### src/rtl/mexp_pkg.sv
`default_nettype none

package mexp_pkg;

    localparam int unsigned RES_W = 30;
    localparam int unsigned EXP_W = 63;
    localparam int unsigned BASE_W = 64;
    localparam int unsigned HI_W = BASE_W - RES_W;
    localparam int unsigned X_W = 2 * RES_W;

    localparam logic [RES_W-1:0] MODULUS = 30'd1000000007;
    localparam logic [31:0] MODULUS_X2 = 32'd2000000014;
    // 2^30 mod p, folds the upper part of the base onto the lower
    localparam logic [RES_W-1:0] FOLD_30 = 30'd73741817;
    // barrett factor floor(2^60 / p)
    localparam logic [30:0] BARRETT_MU = 31'((64'd1 << 60) / 64'd1000000007);

    localparam logic [1:0] LAST_CNT = 2'd3;

    typedef enum logic [2:0] {
        ST_IDLE,
        ST_RED_HI,
        ST_RED_LO,
        ST_STEP,
        ST_DONE
    } state_t;

    typedef enum logic [1:0] {
        OP_RED_HI,
        OP_RED_LO,
        OP_STEP
    } op_t;

    typedef struct packed {
        logic load;
        op_t  op;
        logic cap_hi;
        logic cap_lo;
        logic cap_step;
        logic emit;
    } cmd_t;

    typedef struct packed {
        logic exp_zero;
        logic exp_last;
    } sts_t;

endpackage

`default_nettype wire

### src/rtl/mexp_ctrl.sv
`default_nettype none

module mexp_ctrl (
    input  wire logic            clk,
    input  wire logic            rst_n,
    input  wire logic            in_valid,
    output logic                 in_stall,
    output logic                 out_valid,
    input  wire logic            out_stall,
    output mexp_pkg::cmd_t       cmd,
    input  wire mexp_pkg::sts_t  sts
);
    import mexp_pkg::*;

    state_t     state_reg;
    state_t     state_next;
    logic [1:0] cnt_reg;
    logic [1:0] cnt_next;
    logic       out_valid_reg;
    logic       out_valid_next;
    logic       last;

    assign last = (cnt_reg == LAST_CNT);

    always_comb
    begin
        state_next = state_reg;
        unique case (state_reg)
            ST_IDLE:
            begin
                if (in_valid)
                    state_next = ST_RED_HI;
            end
            ST_RED_HI:
            begin
                if (last)
                    state_next = ST_RED_LO;
            end
            ST_RED_LO:
            begin
                if (last)
                    state_next = sts.exp_zero ? ST_DONE : ST_STEP;
            end
            ST_STEP:
            begin
                if (last && sts.exp_last)
                    state_next = ST_DONE;
            end
            ST_DONE:
            begin
                if (!out_valid_reg || !out_stall)
                    state_next = ST_IDLE;
            end
            default:
            begin
                state_next = ST_IDLE;
            end
        endcase
    end

    always_comb
    begin
        cmd = '{load: 1'b0, op: OP_STEP, cap_hi: 1'b0, cap_lo: 1'b0,
                cap_step: 1'b0, emit: 1'b0};
        unique case (state_reg)
            ST_IDLE:
            begin
                cmd.load = in_valid;
            end
            ST_RED_HI:
            begin
                cmd.op     = OP_RED_HI;
                cmd.cap_hi = last;
            end
            ST_RED_LO:
            begin
                cmd.op     = OP_RED_LO;
                cmd.cap_lo = last;
            end
            ST_STEP:
            begin
                cmd.op       = OP_STEP;
                cmd.cap_step = last;
            end
            ST_DONE:
            begin
                cmd.emit = !out_valid_reg || !out_stall;
            end
            default:
            begin
                cmd.load = 1'b0;
            end
        endcase
    end

    // pass counter wraps to zero after the capture cycle
    assign cnt_next = ((state_reg == ST_IDLE) || (state_reg == ST_DONE)) ?
                      2'd0 : cnt_reg + 2'd1;
    assign out_valid_next = cmd.emit || (out_valid_reg && out_stall);

    always_ff @(posedge clk or negedge rst_n)
    begin
        if (!rst_n)
        begin
            state_reg     <= ST_IDLE;
            cnt_reg       <= 2'd0;
            out_valid_reg <= 1'b0;
        end
        else
        begin
            state_reg     <= state_next;
            cnt_reg       <= cnt_next;
            out_valid_reg <= out_valid_next;
        end
    end

    assign in_stall  = (state_reg != ST_IDLE);
    assign out_valid = out_valid_reg;

    a_accept_starts: assert property (@(posedge clk) disable iff (!rst_n)
        (in_valid && !in_stall) |=> (state_reg == ST_RED_HI) && (cnt_reg == 2'd0))
        else $error("accepted item did not start the reduction");

    a_emit_result: assert property (@(posedge clk) disable iff (!rst_n)
        cmd.emit |=> out_valid_reg && (state_reg == ST_IDLE))
        else $error("result not presented after emit");

    a_lo_after_hi: assert property (@(posedge clk) disable iff (!rst_n)
        (state_reg == ST_RED_LO) |->
            ($past(state_reg) == ST_RED_HI) || ($past(state_reg) == ST_RED_LO))
        else $error("low fold entered out of order");

endmodule

`default_nettype wire

### config.mk
export PLATFORM = sky130hd
export DESIGN_NAME = mexp_ctrl
export DESIGN_NICKNAME = d
export VERILOG_FILES = /design/src/rtl/mexp_pkg.sv /design/src/rtl/mexp_ctrl.sv
export SDC_FILE = /design/constraint.sdc
export NUM_CORES = 1
export LEC_CHECK = 0
export CAP_MARGIN = 25
export CORE_AREA = 2 2 39 41
export DETAILED_ROUTE_END_ITERATION = 8
export DIE_AREA = 0 0 41 43
export DONT_BUFFER_PORTS = 1
export GPL_ROUTABILITY_DRIVEN = 0
export GPL_TIMING_DRIVEN = 0
export HOLD_SLACK_MARGIN = 0.03
export MAX_ROUTING_LAYER = met4
export PLACE_DENSITY = 0.5
export SLEW_MARGIN = 20
export SYNTH_ARGS = -nofsm -noshare
export SYNTH_HDL_FRONTEND = slang
export SYNTH_SLANG_ARGS = --single-unit
### constraint.sdc
create_clock -name clk -period 2.7 [get_ports clk]
set_clock_uncertainty 0.1 [all_clocks]
set_input_delay 0.27 -clock clk [delete_from_list [all_inputs] [get_ports clk]]
set_output_delay 0.27 -clock clk [all_outputs]
set_load 0.01 [all_outputs]
==> out/metrics.sh <==
UNREPAIRED_SETUP_ENDPOINTS_AFTER_GLOBAL_ROUTING='no'
POST-ROUTE-DRC-COUNT=0
FLOORPLAN_CORE_AREA_MM2=0.00138
CTS_TREE='done'
YS_TOP_CELLS_BY_AREA='dfrtp_1 (41%), nand2_1 (7.1%), and2b_1 (6.1%)'
CRITICAL_PATH_CLASS='flip-flop to output pin'
ANT_NETS=0
CTS.HTREE.LEVELS=1
SYNTH_AREA_UM2=370
NUMBER_OF_FLOPS_MAPPED_TO_ENABLE_CELLS_BY_YOSYS=0
DIE_X_UM=41
SYNTH_LARGEST_TYPE_AREA_FRACTION=0.405
CTS_MAX_PATH_BUFFERS=2
CRITICAL_PATH.N_BUFFERS_INVERTERS=0
NUMBER_OF_GLOBAL_ROUTE_VIAS_BEFORE_REPAIR=259
PERIOD_SHARE=0.633
NUM-NETS-FINAL=55
CLK-INSERTION-DELAY-LATE_PS=240
SYNTH_TOP_CELLS_BY_COUNT='nand2_1 (7), dfrtp_1 (6), nor2_1 (4)'
CELLINTERNALPOWER_mW=0.287
MAXIMUM_NUMBER_OF_PINS_ON_ONE_NET_BEFORE_GLOBAL_ROUTE_REPAIR=11
CHIP_HEIGHT_UM=43
FINAL.SETUP.WORST_SLACK_PS=990
SLEW_HEADROOM=0.745
STARTPOINT_CLASS='flip-flop'
WORSTREG2REGSTART='cnt_reg[0]'
SYNTH_FLOP_CELL='dfrtp_1'
INITIAL_CORE_UTIL=0.268
IO_PINS=15
SEQ_POWER_SHARE=0.325
HOLD-PATH-ENDPOINT='out_valid'
SYN_AREA_PER_CELL_UM2=8.82
ROUTED_VIA_DENSITY=4.69
SW_FRAC_OF_TOTAL=0.395
P_CLK_FRAC=0.167
P_LEAK_nW=0.209
RRSETUPSLACK_PS=1460
WORSTPATHARRIVAL_PS=1340
POWER_DENSITY_mW_PER_MM2=1120
RUN_STATUS='finished clean'
TIMING.FINAL.HOLD_VIOLATIONS=0
WORST_PATH_MAX_DELAY_CELL='dfrtp_1'
TOTAL_POWER_mW=0.474
CLOCK_SINKS=6
POST_CTS_RESIZED=0
CRITICAL_PATH.CELL_CHAIN='ha_1 > nor2b_1 > nand2_1 > nor2_1'
PATH_MAX_FANOUT=5
UTILIZATION_AFTER_LAYOUT=0.306
SETUP_VIOL=0
PRECTSSETUPSLACK_PS=1240
HOLD_PATH.CLASS='input pin to flip-flop'
LAYOUT-DRIVE-GT1-SHARE=0.152
HPWL_UM=536
NETSWITCHINGPOWER_mW=0.187
SYNTH-SEQ-AREA-SHARE=0.405
PLACE.PORT_BUFFERS=0
WORST-SLEW-PIN-TRANSITION_PS=382
DIEAREA_MM2=0.00176
SETUP_TOTAL_NEGATIVE_SLACK_PS=0
YS.WARNINGS.COUNT=0
MAXCAPVIOLCOUNT=0
DRT_ITER0_DRC=4
P_COMB_FRAC=0.508
NUMBER_OF_ITERATIONS_IN_THE_FIRST_DETAILED_ROUTING_PASS=2
FINAL_ROUTED_WIRE_LENGTH_DIVIDED_BY_CELL_COUNT_UM=11.2
GLOBALROUTETOTALUTIL=0.0972
REPORT.FINAL.SLEW_VIOL_COUNT=0
POST_SYNTH_NUM_CELL_TYPES=22
CRIT_CELLS=4
CPPEAKSTAGEDELAY_PS=340
REMAINING_OVERFLOW_GRT=0
ROUTED-VIA-COUNT=291
ASYNC_RESET_FF_FRAC=1.00
LAYOUT_MIN_CYCLE_TIME_PS=1710
SYN_INST=42
ACHIEVABLE-FREQUENCY_MHz=585
CRITPATHCAPTURETYPE='output pin'
WORSTHOLDPATHCELLS=2
YOSYSMOSTFREQUENTCELL='nand2_1'
CPLARGESTDELAYFAMILY='simple AND/OR/NAND/NOR gates'
HOLD_PATH_STARTPOINT='out_stall'
TOTAL_OF_FLIP_FLOPS_PLUS_LATCHES_AFTER_SYNTHESIS=6
WORSTREGTOREGCELLS=4
CTS-BUFFERS-INSERTED=3
CRITPATHREQUIREDTIME_PS=2330
CLOCK_TRANSITION_AT_THE_REGISTERS_OF_THE_REPORTED_PATHS_PS=40
WORSTREG2REGEND='state_reg[1]'
GRT_FIRST_PASS_WIRELENGTH_MM=1.11
SYNTH.NET_COUNT=49
ANTENNADIODECOUNT=0
FLOW.AREA_GROWTH_FROM_SYNTHESIS_PCT=14.2
TOTALWIRELENGTH_UM=696
POST-SYNTH-TOP-AREA-CELL='dfrtp_1'
CTS-ROOT-BUF='clkbuf_4'
ANTENNA_FOUND_INITIAL=0
STANDARD_CELL_ROW_COUNT=14
VDD_IR_DROP_MAX_V=0.000462
MAX_FFS_PER_REGISTER=3
-- layout by cell type, fill, tap and decap left out, drive strengths merged --
cell type	count
nand2b	1
a21oi	2
nor3	1
buf	2
and2b	3
nor3b	1
mux2i	1
nand2	7
and3b	1
o22ai	1
a311oi	1
dlygate4sd3	1
nor2b	2
xor2	1
nor2	5
o21ai	2
clkbuf	3
or3	1
and3	1
dfrtp	6
inv	2
ha	1
-- logic make-up after synthesis --
group / Yosys count / synth area share
compound gates: 6 / 0.0946
xor+xnor: 1 / 0.0237
fa+ha+maj: 1 / 0.0338
buf+inv: 4 / 0.0710
flops: 6 / 0.405
mux: 1 / 0.0270
simple gates: 23 / 0.345
-- routing by layer --
layer | part of all wire | up-vias | track usage
met4 | 0.0086 | 0 | 0.0200
met3 | 0.098 | 2 | 0.0733
met1 | 0.43 | 133 | 0.111
met2 | 0.46 | 10 | 0.134
met5 | 0 | - | -
li1 | - | 146 | -
-- cell type report --
type,count,area [µm²]
Fill cell,154,961
Multi-Input combinational cell,32,194
Sequential cell,6,150
Clock buffer,3,22.5
Tap cell,16,20.0
Buffer,2,18.8
Timing Repair Buffer,1,10.0
Inverter,2,7.51
-- repair_timing --
action / 4_1_cts / 5_1_grt
endpoints found under the hold margin: 6 / 0
hold buffers: 1 / 0
buffers inserted: 0 / 0
-- worst max-delay path by stage --
stage | startpoint | end
final | cnt_reg[0] | cmd[3]
after global routing | state_reg[0] | cmd[0]
after CTS | state_reg[0] | cmd[0]
after detailed placement | state_reg[0] | cmd[0]
after global placement | state_reg[0] | cmd[0]
after floorplan | state_reg[1] | cmd[6]
-- power by group through the flow --
stage | sequential (mW) | combinational (mW) | clock (mW)
after CTS | 0.155 | 0.245 | 0.0842
after detailed placement | 0.156 | 0.241 | 0
final | 0.154 | 0.241 | 0.0793
after global routing | 0.160 | 0.271 | 0.0874
after floorplan | 0.150 | 0.210 | 0
after global placement | 0.155 | 0.237 | 0
-- stage by stage --
stage                     instance area (µm²)  hold slack (ps)  instances
after floorplan                           370             -126         42
after global placement                    390             -125         58
after detailed placement                  390             -125         58
after CTS                                 423             58.8         62
after global routing                      423             90.2         62
final                                     423             61.0         62
(Power assumes the default switching activity.)
